--- src/b2r_pkg.sv ---
// shared types and constants for the binary to radix digit converter
`timescale 1ns / 1ps
package b2r_pkg;

  // value width and depth of the digit store
  localparam int VALUE_BITS = 31;
  localparam int MAX_DIGITS = 32;
  localparam int BASE_W     = 5;
  localparam int DIGIT_W    = 4;
  localparam int ADDR_W     = $clog2(MAX_DIGITS);
  localparam int CNT_W      = $clog2(MAX_DIGITS + 1);
  localparam int BIT_W      = $clog2(VALUE_BITS);

  // radix limits
  localparam logic [BASE_W-1:0] BASE_MIN = BASE_W'(2);
  localparam logic [BASE_W-1:0] BASE_MAX = BASE_W'(16);

  typedef struct packed {
    logic [VALUE_BITS-1:0] value;
    logic [BASE_W-1:0]     base;
  } b2r_in_t;

  typedef struct packed {
    logic [DIGIT_W-1:0] digit;
    logic               last;
  } b2r_out_t;

  typedef enum logic [2:0] {
    S_IDLE,
    S_DIV,
    S_STORE,
    S_READ,
    S_LOAD,
    S_SEND
  } b2r_state_t;

  // controller to datapath
  typedef struct packed {
    logic load;
    logic div_step;
    logic store;
    logic rd;
    logic out_load;
    logic next_digit;
  } b2r_cmd_t;

  // datapath to controller
  typedef struct packed {
    logic div_last;
    logic val_zero;
    logic store_full;
    logic k_zero;
  } b2r_sts_t;

endpackage

--- src/b2r_ram.sv ---
// generic single-port-write ram with registered read
`timescale 1ns / 1ps
module b2r_ram #(
  parameter int WIDTH = 4,
  parameter int DEPTH = 32
) (
  input  logic                     clk,
  input  logic                     wr_en,
  input  logic [$clog2(DEPTH)-1:0] wr_addr,
  input  logic [WIDTH-1:0]         wr_data,
  input  logic                     rd_en,
  input  logic [$clog2(DEPTH)-1:0] rd_addr,
  output logic [WIDTH-1:0]         rd_data
);

  logic [WIDTH-1:0] mem [DEPTH];

  // write port and registered read port
  always_ff @(posedge clk) begin
    if (wr_en) begin
      mem[wr_addr] <= wr_data;
    end
    if (rd_en) begin
      rd_data <= mem[rd_addr];
    end
  end

endmodule

--- src/b2r_dpath.sv ---
// datapath: bit-serial divider, digit store and output register
`timescale 1ns / 1ps
module b2r_dpath (
  input  logic              clk,
  input  logic              rst,
  input  b2r_pkg::b2r_in_t  in_data,
  input  b2r_pkg::b2r_cmd_t cmd,
  output b2r_pkg::b2r_sts_t sts,
  output b2r_pkg::b2r_out_t out_data
);
  import b2r_pkg::*;

  logic [VALUE_BITS-1:0] val;
  logic [DIGIT_W-1:0]    rem;
  logic [BASE_W-1:0]     base;
  logic [BIT_W-1:0]      bit_cnt;
  logic [CNT_W-1:0]      digit_count;
  logic [CNT_W-1:0]      k;
  logic [DIGIT_W-1:0]    rd_data;

  logic [BASE_W-1:0]     base_clamped;
  logic [BASE_W-1:0]     trial;
  logic [BASE_W-1:0]     diff;
  logic                  ge;

  // radix clamp to two through sixteen
  always_comb begin
    if (in_data.base < BASE_MIN) begin
      base_clamped = BASE_MIN;
    end else if (in_data.base > BASE_MAX) begin
      base_clamped = BASE_MAX;
    end else begin
      base_clamped = in_data.base;
    end
  end

  // one restoring division step
  assign trial = {rem, val[VALUE_BITS-1]};
  assign ge    = (trial >= base);
  assign diff  = trial - base;

  // divider registers
  always_ff @(posedge clk) begin
    if (cmd.load) begin
      val  <= in_data.value;
      base <= base_clamped;
      rem  <= '0;
    end else if (cmd.div_step) begin
      val <= {val[VALUE_BITS-2:0], ge};
      rem <= ge ? diff[DIGIT_W-1:0] : trial[DIGIT_W-1:0];
    end else if (cmd.store) begin
      rem <= '0;
    end
  end

  // counters
  always_ff @(posedge clk) begin
    if (rst) begin
      bit_cnt     <= '0;
      digit_count <= '0;
      k           <= '0;
    end else begin
      if (cmd.load) begin
        bit_cnt     <= '0;
        digit_count <= '0;
      end else if (cmd.div_step) begin
        bit_cnt <= bit_cnt + BIT_W'(1);
      end else if (cmd.store) begin
        bit_cnt     <= '0;
        digit_count <= digit_count + CNT_W'(1);
      end
      if (cmd.store) begin
        k <= digit_count;
      end else if (cmd.next_digit) begin
        k <= k - CNT_W'(1);
      end
    end
  end

  // digit store, least significant digit first
  b2r_ram #(
    .WIDTH(DIGIT_W),
    .DEPTH(MAX_DIGITS)
  ) u_store (
    .clk    (clk),
    .wr_en  (cmd.store),
    .wr_addr(digit_count[ADDR_W-1:0]),
    .wr_data(rem),
    .rd_en  (cmd.rd),
    .rd_addr(k[ADDR_W-1:0]),
    .rd_data(rd_data)
  );

  // output register
  always_ff @(posedge clk) begin
    if (cmd.out_load) begin
      out_data.digit <= rd_data;
      out_data.last  <= (k == '0);
    end
  end

  // status
  assign sts.div_last   = (bit_cnt == BIT_W'(VALUE_BITS - 1));
  assign sts.val_zero   = (val == '0);
  assign sts.store_full = (digit_count == CNT_W'(MAX_DIGITS - 1));
  assign sts.k_zero     = (k == '0);

endmodule

--- src/b2r_ctrl.sv ---
// controller: sequences division, digit store and digit emission
`timescale 1ns / 1ps
module b2r_ctrl (
  input  logic              clk,
  input  logic              rst,
  input  logic              in_valid,
  output logic              in_stall,
  output logic              out_valid,
  input  logic              out_stall,
  input  b2r_pkg::b2r_sts_t sts,
  output b2r_pkg::b2r_cmd_t cmd
);
  import b2r_pkg::*;

  b2r_state_t state;
  b2r_state_t state_next;

  // state register
  always_ff @(posedge clk) begin
    if (rst) begin
      state <= S_IDLE;
    end else begin
      state <= state_next;
    end
  end

  // next state
  always_comb begin
    state_next = state;
    unique case (state)
      S_IDLE: begin
        if (in_valid) state_next = S_DIV;
      end
      S_DIV: begin
        if (sts.div_last) state_next = S_STORE;
      end
      S_STORE: begin
        if (sts.val_zero || sts.store_full) begin
          state_next = S_READ;
        end else begin
          state_next = S_DIV;
        end
      end
      S_READ: state_next = S_LOAD;
      S_LOAD: state_next = S_SEND;
      S_SEND: begin
        if (!out_stall) begin
          state_next = sts.k_zero ? S_IDLE : S_READ;
        end
      end
      default: state_next = S_IDLE;
    endcase
  end

  // outputs
  always_comb begin
    cmd       = '0;
    in_stall  = 1'b1;
    out_valid = 1'b0;
    unique case (state)
      S_IDLE: begin
        in_stall = 1'b0;
        cmd.load = in_valid;
      end
      S_DIV:   cmd.div_step = 1'b1;
      S_STORE: cmd.store = 1'b1;
      S_READ:  cmd.rd = 1'b1;
      S_LOAD:  cmd.out_load = 1'b1;
      S_SEND: begin
        out_valid      = 1'b1;
        cmd.next_digit = !out_stall && !sts.k_zero;
      end
      default: begin
        cmd = '0;
      end
    endcase
  end

endmodule

--- src/binary_to_radix_digits.sv ---
// Converts a 31-bit integer to radix 2..16 digits, most significant first.
// Each digit takes 31 steps of the bit-serial divider plus one store.
// A value of D digits is divided in full, then each digit goes through store read,
// output load and send, where send waits out any output stall; one transaction at a
// time: no new item is taken before the final digit. Reset is synchronous: it
// returns the controller to idle and clears the counters, not the digit store.
`timescale 1ns / 1ps
module binary_to_radix_digits (
  input  logic              clk,
  input  logic              rst,
  input  logic              in_valid,
  output logic              in_stall,
  input  b2r_pkg::b2r_in_t  in_data,
  output logic              out_valid,
  input  logic              out_stall,
  output b2r_pkg::b2r_out_t out_data
);
  import b2r_pkg::*;

  b2r_cmd_t cmd;
  b2r_sts_t sts;

  // control
  b2r_ctrl u_ctrl (
    .clk      (clk),
    .rst      (rst),
    .in_valid (in_valid),
    .in_stall (in_stall),
    .out_valid(out_valid),
    .out_stall(out_stall),
    .sts      (sts),
    .cmd      (cmd)
  );

  // datapath
  b2r_dpath u_dpath (
    .clk     (clk),
    .rst     (rst),
    .in_data (in_data),
    .cmd     (cmd),
    .sts     (sts),
    .out_data(out_data)
  );

  // no new input while a digit is being offered
  a_no_overlap: assert property (@(posedge clk) disable iff (rst)
    out_valid |-> in_stall)
    else $error("input taken while a digit is pending");

  // final digit ends the transaction
  a_last_ends: assert property (@(posedge clk) disable iff (rst)
    out_valid && !out_stall && out_data.last |=> !out_valid && !in_stall)
    else $error("converter not idle after final digit");

  // a taken digit that is not final is followed by a refetch gap
  a_refetch_gap: assert property (@(posedge clk) disable iff (rst)
    out_valid && !out_stall && !out_data.last |=> !out_valid && in_stall)
    else $error("next digit offered without store read");

  // an accepted item starts the divider
  a_start_div: assert property (@(posedge clk) disable iff (rst)
    in_valid && !in_stall |=> in_stall && !out_valid)
    else $error("accepted item did not start division");

endmodule
--- config.mk ---
export PLATFORM = sky130hd
export DESIGN_NAME = binary_to_radix_digits
export DESIGN_NICKNAME = d
export VERILOG_FILES = /design/src/b2r_pkg.sv /design/src/b2r_ram.sv /design/src/b2r_dpath.sv /design/src/b2r_ctrl.sv /design/src/binary_to_radix_digits.sv
export SDC_FILE = /design/constraint.sdc
export NUM_CORES = 1
export LEC_CHECK = 0
export BUFFER_PORTS_ARGS = -buffer_cell sky130_fd_sc_hd__buf_2
export CORE_MARGIN = 1
export CORE_UTILIZATION = 61
export DETAILED_ROUTE_END_ITERATION = 8
export GPL_TIMING_DRIVEN = 0
export HOLD_SLACK_MARGIN = 0.03
export PLACE_DENSITY = 0.81
export SYNTH_ARGS = -nofsm -noshare
export SYNTH_HDL_FRONTEND = slang
export SYNTH_SLANG_ARGS = --single-unit
--- constraint.sdc ---
create_clock -name clk -period 4 [get_ports clk]
set_input_delay 0.6 -clock clk [delete_from_list [all_inputs] [get_ports clk]]
set_output_delay 0.6 -clock clk [all_outputs]
set_load 0.01 [all_outputs]
==> flow_summary.toml, run 1 <==
[timing]
final-setup-viol-count = 0
rsz0062_at_grt = "no"
worst_slack_ps = 1220
skew_ps = 10.3
hold_ws_ps = 432
fmax_mhz = 359
fin_crit_sh = 0.696
min_period_ps = 2780
maxSlewHeadroom = 0.168
drv_slew = 0
hold_violations = 0
tightest_slew_ps = 1250

[route]
routed_via_density = 6.33
wirelength_um = 17800
vias = 5128
avgRoutedWirePerCell_um = 22.0
drtIter0Drc = 678
postRouteAntennaNets = 0
drc = 0
first_pass_iters = 7

[placement]
place_area_um2 = 8890
dp_slack_ps = 1240
hpwl_um = 12000
dp.cells = 779
routabilityCongestion = 0.850
port_buffers = 45

[synthesis]
ys.flop_type = "edfxtp_1"
synthArstFlopShare = 0
syn-num-nets = 610
synth.area.top_cells = "edfxtp_1 62%, mux4_2 6.7%, dfxtp_1 5.7%, mux2_2 4.1%, mux2i_1 2.6%"
ys_ff_latch = 197
netlist_instances = 556
synth_top_area_share = 0.617
ys_types = 56
synth-seq-area-share = 0.674
synth_enable_flop_cells = 173
synth.most_common_cell = "edfxtp_1"
synthTopCellsByCount = "173 x edfxtp_1, 57 x nor2_1, 31 x mux2_2"
synth_top_area_cell = "edfxtp_1"
netlist_area_um2 = 8420
synth_warnings = 0
avgSynthCellArea_um2 = 15.1

[floorplan]
die_x_um = 119
row_count = 42
core_um2 = 13300
ios = 47
die-area_um2 = 14300
start_util = 0.631
die_h_um = 119

[power]
vdd_drop_max_mv = 0.357
p_per_area_nw_per_um2 = 492
leakage_uw = 0.00311

[clocking]
post_cts_buffers = 0
cts_max_path_buffers = 2
cts_tree = "yes"
clock_sinks = 197
cts_max_level = 4
cts-buffers-inserted = 17
hold_buffers = 0
path_clk_slew_ps = 70
clock-root-buffer = "clkbuf_16"
clock_latency_ps = 440
cts-resized-gates = 0

[global_route]
track_usage = 0.267
antenna_found_initial = 0
grt_pass1_wl_um = 28000
grt_pass1_vias = 5207
grt_overflow_total = 0
grt_max_degree = 37

[critical_path]
path_max_fanout = 35
criticalPathCategory = "register to register"
arrival_ps = 2970
worstSetupStartpointType = "register"
critPathRequiredTime_ps = 4190
cp-end-kind = "register"

[job]
maxCapViolations = 0

[status]
outcome = "finished, final reports clean"

[cells_and_area]
final_area_um2 = 9410
drive_above_1_share = 0.243
layout.nets = 676
synthToLayoutAreaGrowth_pct = 11.8
utilization = 0.705
diodes = 0
nFillCells = 837
stdcell_count = 810

[min_path]
min_path_type = "register to register"
[per-layer routing]
layer  share of wire  track usage  vias up
li1                -            -     2280
met1            0.39        0.352     2524
met2            0.51        0.439      293
met3           0.078       0.0532       31
met4           0.018        0.103        0
met5               0            0        -
[final timing paths]
path	from	endpoint	slack, ps	depth (start not counted)
setup / recovery	u_dpath.rem[1]$_SDFFE_PP0P_	u_dpath.val[0]$_DFFE_PP_	1220	5
hold / removal	u_dpath.u_store.rd_data[0]$_DFFE_PP_	u_dpath.out_data[1]$_DFFE_PP_	430	0
setup reg to reg	u_dpath.rem[1]$_SDFFE_PP0P_	u_dpath.val[0]$_DFFE_PP_	1220	5
hold reg to reg	u_dpath.u_store.rd_data[0]$_DFFE_PP_	u_dpath.out_data[1]$_DFFE_PP_	430	0
[cell usage in the layout, fill, tap and decap left out, drive strengths merged, types with 2 or more instances in the layout]
cell type	synthesis	final
edfxtp	173	173
buf	15	62
nor2	58	58
clkbuf	15	37
mux2	31	31
nand2	26	26
mux4	25	25
dfxtp	24	24
mux2i	22	22
a21oi	19	19
inv	16	17
o21ai	15	15
ha	13	13
nor3	10	10
a22oi	8	8
nor4	8	8
a31oi	6	6
nor2b	5	5
nand3b	5	5
nand3	5	5
clkinv	0	5
or3	4	4
nand2b	4	4
nor3b	4	4
o221ai	3	3
o22ai	3	3
xnor2	3	3
xor2	3	3
nand4	3	3
clkinvlp	0	3
and2	2	2
a211oi	2	2
or2	2	2
a221oi	2	2
a22o	2	2
nor4b	2	2
o21a	2	2
o31ai	2	2
or3b	2	2
[logic make-up (layout without fill, tap and decap cells)]
| family | Yosys count | after routing | share of synthesized area |
|---|---|---|---|
| buffers and inverters | 46 | 124 | 0.0241 |
| AOI/OAI and AO/OA | 72 | 72 | 0.0550 |
| DFF | 197 | 197 | 0.674 |
| and+or+nand+nor | 143 | 143 | 0.0844 |
| adders and majority gates | 14 | 14 | 0.0217 |
| muxes | 78 | 78 | 0.134 |
| xor gates and xnor gates | 6 | 6 | 0.00624 |
[metrics by stage]
step,power [uW],setup TNS [ps]
6_report,4640,0
3_5_place_dp,3150,0
3_3_place_gp,3090,-7420
4_1_cts,4640,0
5_1_grt,4780,0
2_1_floorplan,2950,0
[registers in the layout, summed over array words and instances, names as in the netlist]
name                     count
u_dpath.u_store.mem        128
u_dpath.val                 31
u_dpath.digit_count          6
u_dpath.k                    6
u_dpath.base                 5
u_dpath.bit_cnt              5
u_dpath.out_data             5
u_dpath.rem                  4
u_dpath.u_store.rd_data      4
u_ctrl.state                 3
[worst max-delay path, cell delays in order (launching register included)]
cell and delay [ps]:
dfxtp_1 1120, ha_1 450, a21o_1 200, a31oi_1 190, o21ai_1 240, mux2_2 320
[power by group]
| part | internal, uW | switching [uW] |
|---|---|---|
| registers | 2490 | 171 |
| clock network | 820 | 707 |
| logic | 208 | 238 |
| total | 3520 | 1120 |
[cell type report]
class                           instances  area (um2)  share of cell area
Clock buffer                           22         464              0.0493
Clock inverter                          9        56.3             0.00598
Tap cell                              176         220              0.0234
Timing Repair Buffer                   47         248              0.0263
Buffer                                 30         143              0.0152
Multi-Input combinational cell        313        2550               0.271
Inverter                               16        60.1             0.00638
Sequential cell                       197        5680               0.603
(Power assumes the default switching activity.)
==> run 2, diff against run 1 <==
--- a/config.mk
+++ b/config.mk
@@ -7,11 +7,11 @@
 export LEC_CHECK = 0
 export BUFFER_PORTS_ARGS = -buffer_cell sky130_fd_sc_hd__buf_2
 export CORE_MARGIN = 1
-export CORE_UTILIZATION = 61
+export CORE_UTILIZATION = 55
 export DETAILED_ROUTE_END_ITERATION = 8
 export GPL_TIMING_DRIVEN = 0
 export HOLD_SLACK_MARGIN = 0.03
-export PLACE_DENSITY = 0.81
+export PLACE_DENSITY = 0.77
 export SYNTH_ARGS = -nofsm -noshare
 export SYNTH_HDL_FRONTEND = slang
 export SYNTH_SLANG_ARGS = --single-unit
==> constraint.sdc (replaced) <==
create_clock -name clk -period 2.3 [get_ports clk]
set_input_delay 0.345 -clock clk [delete_from_list [all_inputs] [get_ports clk]]
set_output_delay 0.345 -clock clk [all_outputs]
set_load 0.01 [all_outputs]
==> run 2 against run 1 <==
Against the previous run: largest cell class unchanged; setup slack lost 1200 ps; first-iteration DRC count shrank 16%; critical path depth is the same; sequential share of layout area shrank 0.94 points; fmax grew 23%; combinational power grew 77%; routed wire length shrank 0.66%; global-route usage shrank 2.9 points; sequential power grew 74%; clock power grew 77%; register-to-register slack lost 1200 ps; critical path type unchanged.
==> flow_summary.toml, run 2 (synthesis results as in run 1) <==
[placement]
routabilityCongestion = 0.869
hpwl_um = 11700
port_buffers = 45

[timing]
maxSlewHeadroom = 0.487
skew_ps = 16.4
min_period_ps = 2270
final-setup-viol-count = 0
fin_crit_sh = 0.986
final.setup.tns_ps = 0
fmax_mhz = 441
rsz0062_at_grt = "yes"
tightest_slew_ps = 769
hold_violations = 0
drv_slew = 0

[cells_and_area]
layout_commonest_cell = "edfxtp_1"
drive_above_1_share = 0.303
largest_reg_flops = 128
regMostFlops = "u_dpath.u_store.mem"
synthToLayoutAreaGrowth_pct = 13.8
diodes = 0
most-common-layout-cells = "173 x edfxtp_1, 51 x buf_2, 31 x mux2_2"
utilization = 0.649
layout.nets = 675
nFillCells = 1068
top_regs = "u_dpath.u_store.mem: 128 flops, u_dpath.val: 31 flops"

[route]
drc = 0
wl_met3_um = 1170
avgRoutedWirePerCell_um = 21.6
first_pass_iters = 5
routed-wl-met2_um = 8700
drtIter0Drc = 570
wirelength_um = 17700
routed_via_density = 6.19
drt-met1-wl_um = 7300
postRouteAntennaNets = 0
top_layer = "met4"
vias = 5067

[global_route]
grt_max_degree = 37
grt_pass1_vias = 5135
grt_pass1_wl_um = 27800
track_usage = 0.238
grt_overflow_total = 0
antenna_found_initial = 0

[critical_path]
rr_worst_depth = 5
path_max_fanout = 10
cp-end-kind = "register"
crit_slowest_cell = "nor3b_2"
reg2reg_slack_ps = 30
critPathRequiredTime_ps = 2390
critPathMaxStageDelay_ps = 450
r2r-start = "u_ctrl.state[0]$_SDFFE_PP0P_"
cp_cell_sequence = "buf_2 > nor3b_2 > nand2_1 > clkbuf_1 > nor2_1"
worstSetupStartpointType = "register"
criticalPathCategory = "register to register"
r2r_end = "u_dpath.u_store.mem[7][1]$_DFFE_PP_"
arrival_ps = 2360

[clocking]
clock_sinks = 197
cts_tree = "yes"
clock-root-buffer = "clkbuf_16"
cts_max_level = 4
cts_max_path_buffers = 2
clock_latency_ps = 440
cts-buffers-inserted = 17
path_clk_slew_ps = 70

[min_path]
holdPathStages = 2
worstHoldStart = "in_data[32]"
min_path_type = "input pin to register"
min_to = "u_dpath.val[27]$_DFFE_PP_"

[power]
p_per_area_nw_per_um2 = 850
leakage_uw = 0.00311
power_uw = 8140
vdd_drop_max_mv = 0.575

[floorplan]
core_um2 = 14800
die_h_um = 126
row_count = 44
start_util = 0.571
die-area_um2 = 15800
ios = 47
die_x_um = 126

[status]
outcome = "finished, final reports clean"

[job]
maxCapViolations = 0
[run 2: changes by cell type in the layout (fill, tap and decap cells not counted), sizes merged]
cell      delta
buf          -3
clkinvlp     -1
nor3         +1
inv          +3
clkbuf       -3
clkinv       +3
[run 2: worst max-delay path, delay by kind of cell, from the launching register on]
family | cells | cell delay (ps)
buffers and inverters | 2 | 550
DFF | 1 | 330
and+or+nand+nor | 3 | 1040
[run 2: routing by layer]
metal / up-vias / global-route usage
met5: - / 0
met4: 0 / 0.111
met3: 41 / 0.0527
met2: 217 / 0.379
met1: 2528 / 0.314
li1: 2281 / -
[run 2: power breakdown]
group	internal (uW)	switching, uW
logic	370	421
registers	4330	306
clock network	1390	1320
[run 2: how the worst max path moves through the flow]
stage	startpoint	to	slack, ps	cells past startpoint
after floorplan	u_dpath.rem[1]$_SDFFE_PP0P_	u_dpath.val[0]$_DFFE_PP_	170	5
after global routing	u_dpath.k[0]$_SDFFE_PP0P_	u_dpath.k[3]$_SDFFE_PP0P_	-70	8
after CTS	u_ctrl.state[0]$_SDFFE_PP0P_	u_dpath.val[8]$_DFFE_PP_	-180	4
after detailed placement	u_dpath.rem[1]$_SDFFE_PP0P_	u_dpath.val[0]$_DFFE_PP_	-470	5
final	u_ctrl.state[0]$_SDFFE_PP0P_	u_dpath.u_store.mem[7][1]$_DFFE_PP_	30	5
after global placement	u_dpath.rem[1]$_SDFFE_PP0P_	u_dpath.val[0]$_DFFE_PP_	-390	5
[run 2: what timing repair did]
item | CTS | global route
resized for setup | 7 | 45
hold buffers | 0 | 0
pin swaps | 1 | 2
setup buffers | 0 | 1
gates cloned | 1 | 0
endpoints found under the setup margin | 46 | 153
[run 2: through the flow]
step | hold slack [ps] | cell area, um2 | std cells | setup slack (ps)
after floorplan | 400 | 8430 | 556 | 170
after global routing | 204 | 9580 | 818 | -68.9
after detailed placement | 417 | 8890 | 785 | -466
after global placement | 404 | 8890 | 785 | -385
after CTS | 198 | 9440 | 817 | -175
final | 203 | 9580 | 818 | 31.5
[run 2: cell type report]
cell class	instances	area, um2	area share
buffer	29	155	0.0162
multi-input combinational	314	2670	0.279
inverter	16	60.1	0.00627
clock buffer	18	429	0.0448
timing repair buffer	46	245	0.0256
clock inverter	14	103	0.0107
tap	184	230	0.0240
sequential	197	5690	0.594
==> run 3, diff against run 2 <==
--- a/config.mk
+++ b/config.mk
@@ -7,11 +7,12 @@
 export LEC_CHECK = 0
 export BUFFER_PORTS_ARGS = -buffer_cell sky130_fd_sc_hd__buf_2
 export CORE_MARGIN = 1
-export CORE_UTILIZATION = 55
+export CORE_UTILIZATION = 57
+export CTS_BUF_LIST = sky130_fd_sc_hd__clkbuf_4 sky130_fd_sc_hd__clkbuf_8
 export DETAILED_ROUTE_END_ITERATION = 8
 export GPL_TIMING_DRIVEN = 0
 export HOLD_SLACK_MARGIN = 0.03
-export PLACE_DENSITY = 0.77
+export PLACE_DENSITY = 0.79
 export SYNTH_ARGS = -nofsm -noshare
 export SYNTH_HDL_FRONTEND = slang
 export SYNTH_SLANG_ARGS = --single-unit
==> run 3 against run 2 <==
Against the previous run: cell area is 1.3% lower; non-clock buffer count unchanged; register-to-register slack better by 90 ps; clock skew rose by 6.4 ps; via count grew 0.18%; sequential power is essentially flat.
==> flow_summary.toml, run 3 (synthesis results as in run 1) <==
[status]
outcome = "finished, final reports clean"

[cells_and_area]
largest_reg_flops = 128
regMostFlops = "u_dpath.u_store.mem"
synthToLayoutAreaGrowth_pct = 12.2
nFillCells = 1005
most-common-layout-cells = "173 x edfxtp_1, 52 x buf_2, 40 x nor2_1"
diodes = 0
top_regs = "u_dpath.u_store.mem: 128 flops, u_dpath.val: 31 flops"
final_area_um2 = 9450
drive_above_1_share = 0.290
layout.nets = 675
layout_commonest_cell = "edfxtp_1"

[timing]
hold_violations = 0
final-setup-viol-count = 0
hold_ws_ps = 150
fmax_mhz = 458
skew_ps = 22.8
fin_crit_sh = 0.948
drv_slew = 0
maxSlewHeadroom = 0.496
tightest_slew_ps = 754
final.setup.tns_ps = 0
min_period_ps = 2180

[critical_path]
r2r-start = "u_dpath.k[3]$_SDFFE_PP0P_"
cpLargestDelayFamily = "compound AO/OA/AOI/OAI gates"
worstSetupStartpointType = "register"
criticalPathCategory = "register to register"
critPathRequiredTime_ps = 2490
cp_cell_sequence = "clkbuf_1 > nand3b_1 > o22ai_1 > a211oi_1 > a22oi_1"
critPathBufInv = 1
cp-end-kind = "register"
critPathMaxStageDelay_ps = 450
path_max_fanout = 10
crit_start = "u_dpath.k[3]$_SDFFE_PP0P_"
crit_slowest_cell = "clkbuf_1"
rr_worst_depth = 5
arrival_ps = 2370
worst-path-stages = 5
reg2reg_slack_ps = 120

[global_route]
grt_pass1_wl_um = 26200
grt_pass1_vias = 4827
grt_overflow_total = 0
antenna_found_initial = 0
grt_max_degree = 37
track_usage = 0.241

[min_path]
holdPathStages = 2
min_path_type = "input pin to register"
worstHoldStart = "in_data[10]"

[route]
first_pass_iters = 5
drc = 0
drtIter0Drc = 545
routed_via_density = 6.21
postRouteAntennaNets = 0
avgRoutedWirePerCell_um = 21.1
vias = 5076
wirelength_um = 17300

[floorplan]
start_util = 0.581
row_count = 44
ios = 47
die_h_um = 124
die_x_um = 124
core_um2 = 14500
die-area_um2 = 15300

[clocking]
clock_sinks = 197
clock-root-buffer = "clkbuf_8"
cts_max_level = 4
cts-buffers-inserted = 17
cts_max_path_buffers = 2
hold_buffers = 0
cts_tree = "yes"
clock_latency_ps = 490
path_clk_slew_ps = 110

[placement]
place_area_um2 = 8890
hpwl_um = 11600
routabilityCongestion = 0.847
port_buffers = 45

[power]
leakage_uw = 0.00308
p_per_area_nw_per_um2 = 833
vdd_drop_max_mv = 0.540

[job]
maxCapViolations = 0
run 3: path summary, 6_finish.rpt:
check / end
min: u_dpath.val[5]$_DFFE_PP_
max: u_dpath.u_store.rd_data[0]$_DFFE_PP_
max reg2reg: u_dpath.u_store.rd_data[0]$_DFFE_PP_
min reg2reg: u_dpath.out_data[4]$_DFFE_PP_
run 3: per-layer routing:
| layer | share of wire | track usage | wire length (um) | vias up |
|---|---|---|---|---|
| li1 | - | - | - | 2275 |
| met1 | 0.41 | 0.315 | 7010 | 2552 |
| met2 | 0.50 | 0.379 | 8580 | 213 |
| met3 | 0.065 | 0.0526 | 1130 | 36 |
| met4 | 0.032 | 0.125 | 560 | 0 |
| met5 | 0 | 0 | 0 | - |
run 3: metrics by stage:
stage	power, uW	instances	worst slack [ps]	util
global route	8140	818	-17.1	0.653
global placement	5390	785	-357	0.614
floorplan	5130	556	170	-
CTS	7860	817	-36.9	0.647
detailed placement	5460	785	-509	0.614
finish	7870	818	119	0.653
run 3: area by class of cell:
type	instances	area (um2)	share of cell area
sequential	197	5690	0.602
multi-input combinational	314	2630	0.278
timing repair buffer	46	245	0.0259
clock buffer	18	241	0.0256
tap	184	230	0.0244
clock inverter	14	200	0.0212
buffer	29	156	0.0165
inverter	16	60.1	0.00636
run 3: repair_timing:
item | CTS | global route
resized for setup | 12 | 27
buffers inserted | 0 | 1
cloned | 1 | 0
setup endpoints to repair | 58 | 141
pin swaps | 1 | 1
run 3: power breakdown:
group / internal, uW / leakage, uW / switching (uW) / total, uW
registers: 4330 / 0.00181 / 306 / 4640
logic: 372 / 0.00105 / 422 / 794
clock network: 1210 / 0.000219 / 1230 / 2450
